**src/hdl/assert_macros.svh**
```systemverilog
// Assertion macros shared by the scheduler RTL.
// Depends on a clock named clk and an active-low reset named arst_n in scope.
`ifndef ASSERT_MACROS_SVH
`define ASSERT_MACROS_SVH
// Same-cycle implication, disabled in reset
`define ASSERT_IMPL(lbl, ante, cons, msg) \
	lbl: assert property (@(posedge clk) disable iff (!arst_n) (ante) |-> (cons)) else $error(msg);
// Next-cycle implication, disabled in reset
`define ASSERT_NEXT(lbl, ante, cons, msg) \
	lbl: assert property (@(posedge clk) disable iff (!arst_n) (ante) |=> (cons)) else $error(msg);
`endif

```
**src/hdl/usch_pkg.sv**
```systemverilog
// Package for the urgency-weighted request scheduler: sizes, codes, beat types.
// No dependencies; used by every module of the block except usch_ram.
package usch_pkg;

	localparam int QUEUE_SLOTS = 64;
	localparam int VM_SLOTS    = 16;

	localparam int QIW = (QUEUE_SLOTS > 1) ? $clog2(QUEUE_SLOTS) : 1;
	localparam int QCW = $clog2(QUEUE_SLOTS + 1);
	localparam int VIW = (VM_SLOTS > 1) ? $clog2(VM_SLOTS) : 1;
	localparam int VCW = $clog2(VM_SLOTS + 1);

	// depth never exceeds the queue size
	localparam int DW  = QCW;
	// base*weight fits 9 bits, (10 + depth) fits DW+1 bits
	localparam int BWW = 9;
	localparam int PW  = BWW + DW + 1;
	localparam int EW  = 33;
	localparam int MW  = PW + EW;

	localparam int SCORE_W = 48;
	localparam logic [SCORE_W-1:0] SCORE_MAX = {SCORE_W{1'b1}};
	localparam int QC_W = 7;

	localparam logic [1:0] REQ_ENQ = 2'd0;
	localparam logic [1:0] REQ_DEQ = 2'd1;
	localparam logic [1:0] REQ_CPL = 2'd2;
	localparam logic [1:0] REQ_NOP = 2'd3;

	localparam logic [1:0] ST_OK    = 2'd0;
	localparam logic [1:0] ST_FULL  = 2'd1;
	localparam logic [1:0] ST_EMPTY = 2'd2;

	localparam logic [1:0] PRIO_HIGH = 2'd2;
	localparam logic [1:0] PRIO_MID  = 2'd1;

	localparam logic [6:0] WEIGHT_MAX = 7'd100;
	localparam logic [6:0] WEIGHT_DEF = 7'd50;

	typedef struct packed {
		logic [1:0]  req_type;
		logic [31:0] now_ms;
		logic [31:0] vm_id;
		logic [31:0] req_tag;
		logic [1:0]  priority_req;
		logic [6:0]  weight;
	} req_t;

	typedef struct packed {
		logic [1:0]         status;
		logic [31:0]        out_vm_id;
		logic [31:0]        out_req_tag;
		logic [1:0]         out_priority;
		logic [6:0]         out_weight;
		logic [SCORE_W-1:0] out_score;
		logic [QC_W-1:0]    queue_count;
		logic [31:0]        switch_count;
	} rsp_t;

	typedef struct packed {
		logic [31:0] vm;
		logic [31:0] request;
		logic [1:0]  prio;
		logic [6:0]  weight;
		logic [31:0] stamp;
	} entry_t;

	localparam int ENTRY_W = $bits(entry_t);

	// controller to datapath
	typedef struct packed {
		logic load;
		logic exec;
		logic scan;
		logic mv_rd;
		logic mv_wr;
		logic fin;
	} cmd_t;

	// datapath to controller
	typedef struct packed {
		logic go_scan;
		logic scan_last;
		logic pipe_busy;
		logic out_hold;
	} sts_t;

	// base(priority) times weight, zero weight meaning the default
	function automatic logic [BWW-1:0] base_weight(input logic [1:0] prio,
			input logic [6:0] wt);
		logic [BWW-1:0] w;
		w = (wt == 7'd0) ? BWW'(WEIGHT_DEF) : BWW'(wt);
		case (prio)
			PRIO_HIGH: base_weight = w << 2;
			PRIO_MID:  base_weight = w << 1;
			default:   base_weight = w;
		endcase
	endfunction

endpackage

```
**src/hdl/usch_ctrl.sv**
```systemverilog
// Scheduler controller: sequences accept, execute, scan, drain, move and result steps.
// Depends on usch_pkg.
module usch_ctrl (
	input  logic           clk,
	input  logic           arst_n,
	input  logic           in_valid,
	output logic           in_stall,
	input  usch_pkg::sts_t sts,
	output usch_pkg::cmd_t cmd
);
	import usch_pkg::*;

	localparam logic [2:0] S_IDLE  = 3'd0;
	localparam logic [2:0] S_EXEC  = 3'd1;
	localparam logic [2:0] S_SCAN  = 3'd2;
	localparam logic [2:0] S_DRAIN = 3'd3;
	localparam logic [2:0] S_MVRD  = 3'd4;
	localparam logic [2:0] S_MVWR  = 3'd5;
	localparam logic [2:0] S_FIN   = 3'd6;

	logic [2:0] state_q;
	logic [2:0] state_d;

	assign in_stall = state_q != S_IDLE;

	// next state and commands
	always_comb begin
		state_d = state_q;
		cmd     = '0;
		unique case (state_q)
			S_IDLE: begin
				if (in_valid) begin
					cmd.load = 1'b1;
					state_d  = S_EXEC;
				end
			end
			S_EXEC: begin
				cmd.exec = 1'b1;
				state_d  = sts.go_scan ? S_SCAN : S_FIN;
			end
			S_SCAN: begin
				cmd.scan = 1'b1;
				if (sts.scan_last) begin
					state_d = S_DRAIN;
				end
			end
			S_DRAIN: begin
				if (!sts.pipe_busy) begin
					state_d = S_MVRD;
				end
			end
			S_MVRD: begin
				cmd.mv_rd = 1'b1;
				state_d   = S_MVWR;
			end
			S_MVWR: begin
				cmd.mv_wr = 1'b1;
				state_d   = S_FIN;
			end
			S_FIN: begin
				if (!sts.out_hold) begin
					cmd.fin = 1'b1;
					state_d = S_IDLE;
				end
			end
			default: state_d = S_IDLE;
		endcase
	end

	always_ff @(posedge clk or negedge arst_n) begin
		if (!arst_n) begin
			state_q <= S_IDLE;
		end else begin
			state_q <= state_d;
		end
	end

endmodule

```
**config.mk**
```make
export PLATFORM = sky130hd
export DESIGN_NAME = usch_ctrl
export DESIGN_NICKNAME = d
export VERILOG_FILES = /design/src/hdl/assert_macros.svh /design/src/hdl/usch_pkg.sv /design/src/hdl/usch_ctrl.sv
export SDC_FILE = /design/constraint.sdc
export NUM_CORES = 1
export LEC_CHECK = 0
export ABC_AREA = 1
export BUFFER_PORTS_ARGS = -buffer_cell sky130_fd_sc_hd__buf_2
export CAP_MARGIN = 10
export CORE_AREA = 2 2 39 41
export DETAILED_ROUTE_END_ITERATION = 8
export DIE_AREA = 0 0 41 43
export GPL_TIMING_DRIVEN = 1
export PLACE_DENSITY_LB_ADDON = 0.25
export SLEW_MARGIN = 25
export SYNTH_ARGS = -nofsm -noshare
export SYNTH_HDL_FRONTEND = slang
export SYNTH_SLANG_ARGS = --single-unit
```
**constraint.sdc**
```tcl
create_clock -name clk -period 0.99 [get_ports clk]
set_input_delay 0.1485 -clock clk [delete_from_list [all_inputs] [get_ports clk]]
set_output_delay 0.1485 -clock clk [all_outputs]
set_load 0.1 [all_outputs]
```
Yosys cells after proc, flatten, opt, wreduce, memory -nomap -nowiden
Cells that the tools add are included.
- mux-type cells: 14
- reduce and logical (&&, ||, !) cells: 3
- equality and inequality tests: 10
- operator list (cell ; number):
    $pmux W3 S7 ; 1
    $mux W3 ; 5
    $eq A3 B3 Y1 const B ; 3
    $mux W1 ; 8
    $ne A2 B2 Y1 const B ; 4
    $eq A3 B2 Y1 const B ; 2
    $reduce_and A4 Y1 ; 1
    $eq A3 B1 Y1 const B ; 1
    $logic_not A3 Y1 ; 1
    $reduce_bool A3 Y1 ; 1
- flip-flop bits (word level): 3
- word-level logic and storage cells: 28
- bits of input ports: 7

Longest topological paths before layout
Gate-level depths: netlist (run 1).
- depth after elaboration: 3
- mapped depth: 8
- depth with buffers taken out: 7

Worst setup path after synthesis (run 1)
OpenSTA, ideal clock, no wires.
- path kind: register to output
- start: register state_q[0]
- end: output port cmd[0] in the netlist's numbering
- stages on the path, launching flop included: 3
- data arrival time: 3.443 ns
- slack: -2.601 ns
- buffers on the path: 1
- cell sequence: dfrtp_1 buf_4 nor4_1
- RTL lines (element ; RTL line ; RTL):
    from (decl) ; usch_ctrl.sv:21 ; logic [2:0] state_q;
    from (signal assigned) ; usch_ctrl.sv:74 ; state_q <= state_d;
    to (decl) ; usch_ctrl.sv:9 ; output usch_pkg::cmd_t cmd

==> flow_metrics.env, run 1 <==
export IMPL_cp_common_cell="nor2_4"
export IMPL_grt_antenna_before_repair=0
export IMPL_track_usage=0.111
export IMPL_synth_cell_types=13
export IMPL_avgRoutedWirePerCell_um=10.3
export IMPL_worst_clock_skew_ps=5.13
export IMPL_crit_chain="nor2_4 > nand2_4 > nor2_4 > buf_12"
export IMPL_top_register="state_q"
export IMPL_row_count=14
export IMPL_first_global_vias=361
export IMPL_setup_viol=10
export IMPL_fillCellCount=138
export IMPL_vias_per_cell=4.61
export IMPL_yosys_area_top_type="dfrtp_1"
export IMPL_endpoint_kind="primary output"
export IMPL_fin_crit_sh=1.42
export IMPL_multi_input_area_um2=240
export IMPL_cp_max_fo=5
export IMPL_place_gp_congestion=0.795
export IMPL_ant_nets=0
export IMPL_synth_flop_cell="dfrtp_1"
export IMPL_dr_pass1_iters=4
export IMPL_cts_htree_levels=1
export IMPL_ys_ff_latch=3
export IMPL_layout_drive_gt1_share=0.671
export IMPL_maxSlewViolCount=0
export IMPL_fin_crit_ps=1400
export IMPL_diodes=0
export IMPL_dieHeight_um=43
export IMPL_die_area_um2=1760
export IMPL_routed_wl_um=978
export IMPL_fin_ws_ps=-412
export IMPL_violations="setup timing"
export IMPL_die_w_um=41
export IMPL_initial_core_util=0.206
export IMPL_synth_cells=49
export IMPL_maxCapViolCount=0
export IMPL_clock_sinks=3
export IMPL_cts_tree="built"
export IMPL_io_buffers=13
export IMPL_drtIter0Drc=7
export IMPL_slowest_delay_ps=460
export IMPL_clk_pin_slew_worst_paths_ps=40
export IMPL_reg_top3="state_q (3)"
export IMPL_grt_pass1_wl_um=1320
export IMPL_maxSlewHeadroom=0.827
export IMPL_drc=0
export IMPL_r2r_slack_ps=-200
export IMPL_areaGrowthSynthToFinish_pct=152
export IMPL_synth_top_area_frac=0.263
export IMPL_required_ps=840
export IMPL_core_area_um2=1380
export IMPL_largest_reg_flops=3
export IMPL_dp_hpwl_um=641
export IMPL_critPathTopFamily="flip-flops"
export IMPL_synth_commonest_cells="13 x nand2_1, 10 x inv_1, 6 x nand3_1, 5 x nor2_1"
export IMPL_clk_path_buf_depth=2
export IMPL_hold_path_class="in -> async"
export IMPL_async_flop_share=1.00
export IMPL_yosys_warnings=0
export IMPL_finalHoldViolCount=0
export IMPL_crit_path_start_kind="flip-flop"
export IMPL_status="complete, but fails checks"
export IMPL_cp_buffers_inverters=1
export IMPL_cts_made_buffers=3
export IMPL_dpl_cell_area_um2=586
export IMPL_synth_area_um2=285
export IMPL_grt_max_degree=8
export IMPL_vias=438
export IMPL_fmax_mhz=713
export IMPL_io_pins=14
export IMPL_synth_edff_count=0
export IMPL_yosysSeqAreaShare=0.263
export IMPL_worstPathArrival_ps=1250
export IMPL_place_ws_ps=-241
export IMPL_slowest_stage="dfrtp_2"
export IMPL_fin_area_um2=718
export IMPL_worstSkewPairLatency_ps=240
export IMPL_syn_avg_cell_area_um2=5.82
export IMPL_syn_num_nets=56
export IMPL_finalHoldWorstSlack_ps=250
export IMPL_grt_overflow=0
export IMPL_crit_type="reg -> out"
export IMPL_synthTopCellsByArea="dfrtp_1 26%, nand2_1 17%, inv_1 13%"
export IMPL_worst_slew_pin_slew_ps=258
export IMPL_rsz0062_at_grt="true"
export IMPL_ff_latch_area_um2=78.8
export IMPL_cts_root_buf="clkbuf_4"
export IMPL_synth_most_common_cell="nand2_1"
export IMPL_nets=87
-- stage by stage --
stage          instances  TNS, ps   util
6_report              95    -3410  0.519
5_1_grt               95    -3870  0.519
4_1_cts               94    -3340  0.485
3_5_place_dp          86    -2000  0.423
3_3_place_gp          86    -1810  0.423
2_1_floorplan         49    -3140      -
-- timing repair --
| item | 4_1_cts | 5_1_grt |
|---|---|---|
| hold buffers | 1 | 0 |
| hold endpoints to repair | 3 | 0 |
| gates resized for setup | 8 | 11 |
| setup buffers | 3 | 1 |
| setup endpoints to repair | 10 | 10 |
| pin swaps | 2 | 6 |
-- cell usage in the layout, fill, tap and decap left out, drive strengths merged --
master,synthesis,routed
nand4,2,2
clkinvlp,0,3
clkinv,0,1
dfrtp,3,3
inv,12,8
nor4,1,1
nand3,7,7
dlygate4sd3,0,1
buf,1,26
o21bai,1,1
nor2,8,8
nand2,13,13
clkbuf,0,4
a21oi,1,1
-- path summary, 6_finish.rpt --
path / endpoint / depth (start not counted) / startpoint
max: cmd[5] / 4 / state_q[1]
max in group asynchronous: state_q[2] / 2 / arst_n
min: state_q[1] / 2 / arst_n
min reg2reg: state_q[0] / 3 / state_q[0]
max reg2reg: state_q[2] / 7 / state_q[1]
min in group clk: state_q[1] / 5 / sts[2]
-- worst register-to-register path, delay by kind of cell, from the launching register on --
kind,cells,cell delay [ps]
AND/OR/NAND/NOR,6,500
buffers and inverters,1,120
flip-flops,1,460
-- final cells by class --
cell class,instances,area share
Timing Repair Buffer,27,0.402
Multi-Input combinational cell,33,0.334
Sequential cell,3,0.110
Inverter,12,0.0889
Clock buffer,4,0.0366
Tap cell,16,0.0279
-- cell families after synthesis --
family                 Yosys count  synth area share
AO/OA/AOI/OAI                    2            0.0439
buffers and inverters           13             0.184
AND/OR/NAND/NOR                 31             0.509
flip-flops                       3             0.263
-- layer usage --
layer  wire length, µm  vias up  GRT usage  part of all wire
met5                 0        -          0                 0
met4                 8        0     0.0733            0.0082
met3                59        4     0.0419             0.060
met2               566       20      0.175              0.58
met1               344      204      0.116              0.35
li1                  -      210          -                 -
Power of run 1 is left out: the tool's default activity adds up to more than one toggle a clock period on the data nets, which glitch-free logic cannot reach.
==> run 2, diff against run 1 <==
- CORE_AREA: 2 2 39 41 -> 3 3 40 42
- DIE_AREA: 0 0 41 43 -> 0 0 43 45
==> run 2 against run 1 <==
  * The run still ends with setup timing left
  * Die area increased by 9.8%
  * Clock skew decreased by 3.8 ps
  * Design area increased by 3.3%
  * First-iteration DRC count decreased by 29%
  * Via count decreased by 1.6%
  * Sequential share of layout area decreased by 0.35 points
  * Register-to-register slack got worse by 100 ps
  * Hold slack got worse by 14 ps
  * Clock-buffer cell count unchanged
  * Cell count increased by 5.3%
  * Critical path type unchanged
==> flow_metrics.env, run 2 (synthesized netlist as in run 1, its figures left out) <==
export IMPL_status="complete, but fails checks"
export IMPL_violations="setup timing"
export IMPL_die_area_um2=1940
export IMPL_fin_ws_ps=-396
export IMPL_final_core_util=0.577
export IMPL_layout_commonest_cell="buf_4"
export IMPL_cts_root_buf="clkbuf_4"
export IMPL_top_register="state_q"
export IMPL_io_pins=14
export IMPL_grt_antenna_before_repair=0
export IMPL_die_w_um=43
export IMPL_worst_slew_pin_slew_ps=260
export IMPL_fin_crit_ps=1390
export IMPL_cts_made_buffers=3
export IMPL_rsz0062_at_grt="true"
export IMPL_track_usage=0.122
export IMPL_layout_drive_gt1_share=0.659
export IMPL_dr_pass1_iters=5
export IMPL_maxSlewViolCount=0
export IMPL_crit_path_start_kind="flip-flop"
export IMPL_final_cell_mix="18 x buf_4, 8 x nand2_1, 7 x inv_1, 7 x buf_12, 6 x buf_2"
export IMPL_dpl_cell_area_um2=569
export IMPL_ant_nets=0
export IMPL_place_gp_congestion=0.806
export IMPL_endpoint_kind="primary output"
export IMPL_reg_top3="state_q (3)"
export IMPL_cts_tree="built"
export IMPL_grt_pass1_wl_um=1710
export IMPL_hold_path_class="in -> async"
export IMPL_first_global_vias=450
export IMPL_dr_wl_met3_um=65
export IMPL_grt_overflow=0
export IMPL_nets=93
export IMPL_cp_max_fo=5
export IMPL_io_buffers=13
export IMPL_grt_max_degree=7
export IMPL_setup_viol=10
export IMPL_cts_htree_levels=1
export IMPL_dieHeight_um=45
export IMPL_fin_area_um2=742
export IMPL_worstPathArrival_ps=1240
export IMPL_required_ps=840
export IMPL_drtIter0Drc=5
export IMPL_worst_clock_skew_ps=1.33
export IMPL_wl_met1_um=378
export IMPL_fmax_mhz=722
export IMPL_place_ws_ps=-277
export IMPL_maxCapViolCount=0
export IMPL_areaGrowthSynthToFinish_pct=160
export IMPL_met2_length_um=608
export IMPL_row_count=13
export IMPL_fin_crit_sh=1.40
export IMPL_clock_sinks=3
export IMPL_vias=431
export IMPL_finalHoldWorstSlack_ps=236
export IMPL_maxSlewHeadroom=0.825
export IMPL_largest_reg_flops=3
export IMPL_clk_pin_slew_worst_paths_ps=40
export IMPL_dp_hpwl_um=688
export IMPL_vias_per_cell=4.31
export IMPL_dr_max_layer_used="met4"
export IMPL_crit_type="reg -> out"
export IMPL_avgRoutedWirePerCell_um=10.7
export IMPL_drc=0
export IMPL_core_area_um2=1280
export IMPL_finalHoldViolCount=0
export IMPL_initial_core_util=0.222
export IMPL_routed_wl_um=1070
export IMPL_worstSkewPairLatency_ps=240
export IMPL_diodes=0
export IMPL_clk_path_buf_depth=2
export IMPL_r2r_slack_ps=-300
-- run 2: what timing repair did --
| action | CTS | global route |
|---|---|---|
| endpoints found under the setup margin | 10 | 10 |
| buffers inserted | 11 | 1 |
| endpoints found under the hold margin | 3 | 0 |
| pin swaps | 4 | 3 |
| resized for setup | 12 | 1 |
| hold buffers | 1 | 0 |
-- run 2: final timing paths --
kind	start	end	depth (start not counted)
max reg2reg	state_q[2]	state_q[2]	8
min reg2reg	state_q[1]	state_q[0]	3
min in group clk	sts[2]	state_q[1]	5
max	state_q[1]	cmd[0]	3
max in group asynchronous	arst_n	state_q[1]	2
min	arst_n	state_q[0]	2
-- run 2: per-layer routing --
layer,vias to the layer above,track usage
met1,190,0.107
met2,15,0.249
li1,223,-
met3,3,0.0279
met5,-,0
met4,0,0.0723
-- run 2: metrics by stage --
step           setup TNS, ps  cells
2_1_floorplan          -3140     49
3_3_place_gp           -2050     83
3_5_place_dp           -2270     83
4_1_cts                -3260     99
5_1_grt                -4010    100
6_report               -3470    100
-- run 2: final cells by class --
class	instances	area [µm²]
fill	113	543
timing repair buffer	33	327
multi-input combinational	33	230
sequential	3	78.8
inverter	12	61.3
clock buffer	4	26.3
tap	15	18.8
-- run 2: critical path, stage by stage (launching register included) --
cell	delay, ps
dfrtp_2	440
inv_4	80
nor4_4	260
buf_12	210
Power of run 2 is left out for the same reason.
==> run 3, diff against run 2 <==
- ABC_AREA: 1 -> unset
==> run 3 against run 2 <==
  * The flow still finishes with violations (setup timing)
  * Sequential share of layout area rose by 1.9 points
  * Critical path depth stayed put
  * Highest routed layer unchanged
  * Via count down 32%
  * Fmax decreased by 5.3%
  * Hold slack got worse by 68 ps
  * First-iteration DRC count fell by 60%
  * Non-clock buffer count shrank 9
==> flow_metrics.env, run 3 <==
export IMPL_status="complete, but fails checks"
export IMPL_violations="setup timing"
export IMPL_r2r_slack_ps=-270
export IMPL_rsz0062_at_grt="true"
export IMPL_cts_tree="built"
export IMPL_drtIter0Drc=2
export IMPL_avgRoutedWirePerCell_um=9.75
export IMPL_synth_edff_count=0
export IMPL_initial_core_util=0.196
export IMPL_clock_sinks=3
export IMPL_required_ps=840
export IMPL_crit_path_start_kind="flip-flop"
export IMPL_ys_ff_latch=3
export IMPL_vias_per_cell=4.22
export IMPL_fin_ws_ps=-474
export IMPL_yosys_area_top_type="dfrtp_1"
export IMPL_worstSkewPairLatency_ps=230
export IMPL_die_area_um2=1940
export IMPL_fmax_mhz=683
export IMPL_final_cell_mix="7 x buf_12, 7 x buf_6, 6 x buf_2"
export IMPL_synth_commonest_cells="4 x o21ai_0, 3 x dfrtp_1"
export IMPL_worstHoldStart="in_valid"
export IMPL_dr_max_layer_used="met4"
export IMPL_maxSlewViolCount=0
export IMPL_synth_top_family_by_area="simple AND/OR/NAND/NOR gates"
export IMPL_ff2ff_path_depth=5
export IMPL_synth_cells=29
export IMPL_top_register="state_q"
export IMPL_diodes=0
export IMPL_yosysSeqAreaShare=0.299
export IMPL_cts_made_buffers=3
export IMPL_r2r_end="state_q[2]"
export IMPL_core_area_um2=1280
export IMPL_ant_nets=0
export IMPL_first_global_vias=273
export IMPL_worst_clock_skew_ps=1.36
export IMPL_wl_met1_um=287
export IMPL_synth_xor_area_frac=0
export IMPL_synth_fa_ha_area_frac=0
export IMPL_dieHeight_um=45
export IMPL_grt_max_degree=13
export IMPL_drc=0
export IMPL_routed_wl_um=673
export IMPL_reg_top3="state_q (3)"
export IMPL_async_flop_share=1.00
export IMPL_clk_pin_slew_worst_paths_ps=40
export IMPL_met2_length_um=326
export IMPL_synth_most_common_cell="o21ai_0"
export IMPL_worst_slew_pin_slew_ps=181
export IMPL_clk_path_buf_depth=2
export IMPL_muxShareOfSynthArea=0.0398
export IMPL_io_buffers=13
export IMPL_track_usage=0.0783
export IMPL_dpl_cell_area_um2=473
export IMPL_timing_rr_start="state_q[2]"
export IMPL_place_gp_congestion=0.671
export IMPL_synth_area_um2=251
export IMPL_largest_reg_flops=3
export IMPL_nets=62
export IMPL_syn_num_nets=36
export IMPL_crit_type="reg -> out"
export IMPL_dr_pass1_iters=2
export IMPL_synthTopCellsByArea="dfrtp_1 30%, buf_6 9.0%, o21ai_0 8.0%"
export IMPL_setup_viol=10
export IMPL_maxCapViolCount=0
export IMPL_synth_cell_types=19
export IMPL_synth_simple_gate_area_share=0.383
export IMPL_io_pins=14
export IMPL_cts_htree_levels=1
export IMPL_row_count=13
export IMPL_min_to="state_q[0]"
export IMPL_fin_crit_ps=1460
export IMPL_maxSlewHeadroom=0.879
export IMPL_endpoint_kind="primary output"
export IMPL_hold_path_class="in -> reg"
export IMPL_worstPathArrival_ps=1320
export IMPL_synth_top_area_frac=0.299
export IMPL_fin_crit_sh=1.48
export IMPL_worst_hold_path_num_cells=3
export IMPL_synth_compound_area_frac=0.139
export IMPL_syn_avg_cell_area_um2=8.67
export IMPL_dp_hpwl_um=458
export IMPL_areaGrowthSynthToFinish_pct=139
export IMPL_place_ws_ps=-240
export IMPL_fin_area_um2=602
export IMPL_finalHoldViolCount=0
export IMPL_grt_overflow=0
export IMPL_synth_flop_cell="dfrtp_1"
export IMPL_dr_wl_met3_um=50
export IMPL_final_core_util=0.468
export IMPL_yosys_warnings=0
export IMPL_layout_drive_gt1_share=0.685
export IMPL_cts_root_buf="clkbuf_4"
export IMPL_die_w_um=43
export IMPL_cp_max_fo=2
export IMPL_fin_tns_setup_ps=-3560
export IMPL_grt_pass1_wl_um=1100
export IMPL_grt_antenna_before_repair=0
export IMPL_vias=291
[run 3: cell count changes in the layout (fill, tap and decap cells not counted), sizes merged, moves of 3 or more]
cell | before | now
nand2 | 13 | 2
buf | 32 | 23
inv | 9 | 2
nand3 | 7 | 0
clkinvlp | 3 | 0
nor2 | 8 | 3
o21ai | 0 | 4
[run 3: final cells by class]
cell class	instances	area [µm²]
fillers	130	683
repair buffers	24	282
multi-input cells	21	193
flip-flops and latches	3	75.1
clock buffers	4	26.3
well taps	15	18.8
inverters	2	7.51
[run 3: kinds of logic after synthesis]
group	count (synthesis)
DFF	3
buffers and inverters	5
and+or+nand+nor	14
muxes	1
AOI/OAI and AO/OA	6
[run 3: what timing repair did]
item	4_1_cts	5_1_grt
hold endpoints to repair	3	0
resized for setup	10	7
pin swaps	6	6
setup endpoints to repair	9	10
buffers inserted	3	3
hold buffers	1	0
[run 3: worst max-delay path: stages, from the launching register on]
cell and delay, ps:
dfrtp_1 380, or3_4 410, nor2_4 110, buf_12 180
[run 3: worst max path at each step]
stage | from | end | slack [ps] | cells past startpoint
floorplan | state_q[1] | cmd[5] | -710 | 3
global placement | state_q[1] | cmd[5] | -220 | 3
detailed placement | state_q[1] | cmd[5] | -240 | 3
CTS | state_q[2] | cmd[5] | -490 | 3
global route | state_q[2] | cmd[5] | -510 | 3
finish | state_q[2] | cmd[5] | -470 | 3
[run 3: per-stage QoR]
stage,std cells,hold slack [ps]
floorplan,29,-147
global placement,58,-55.2
detailed placement,58,-53.9
CTS,66,181
global route,69,183
finish,69,169
[run 3: metal layers]
| layer | vias to the layer above | global-route usage |
|---|---|---|
| li1 | 149 | - |
| met1 | 127 | 0.0845 |
| met2 | 13 | 0.132 |
| met3 | 2 | 0.0239 |
| met4 | 0 | 0.0542 |
| met5 | - | 0 |
Power of run 3 is left out for the same reason.
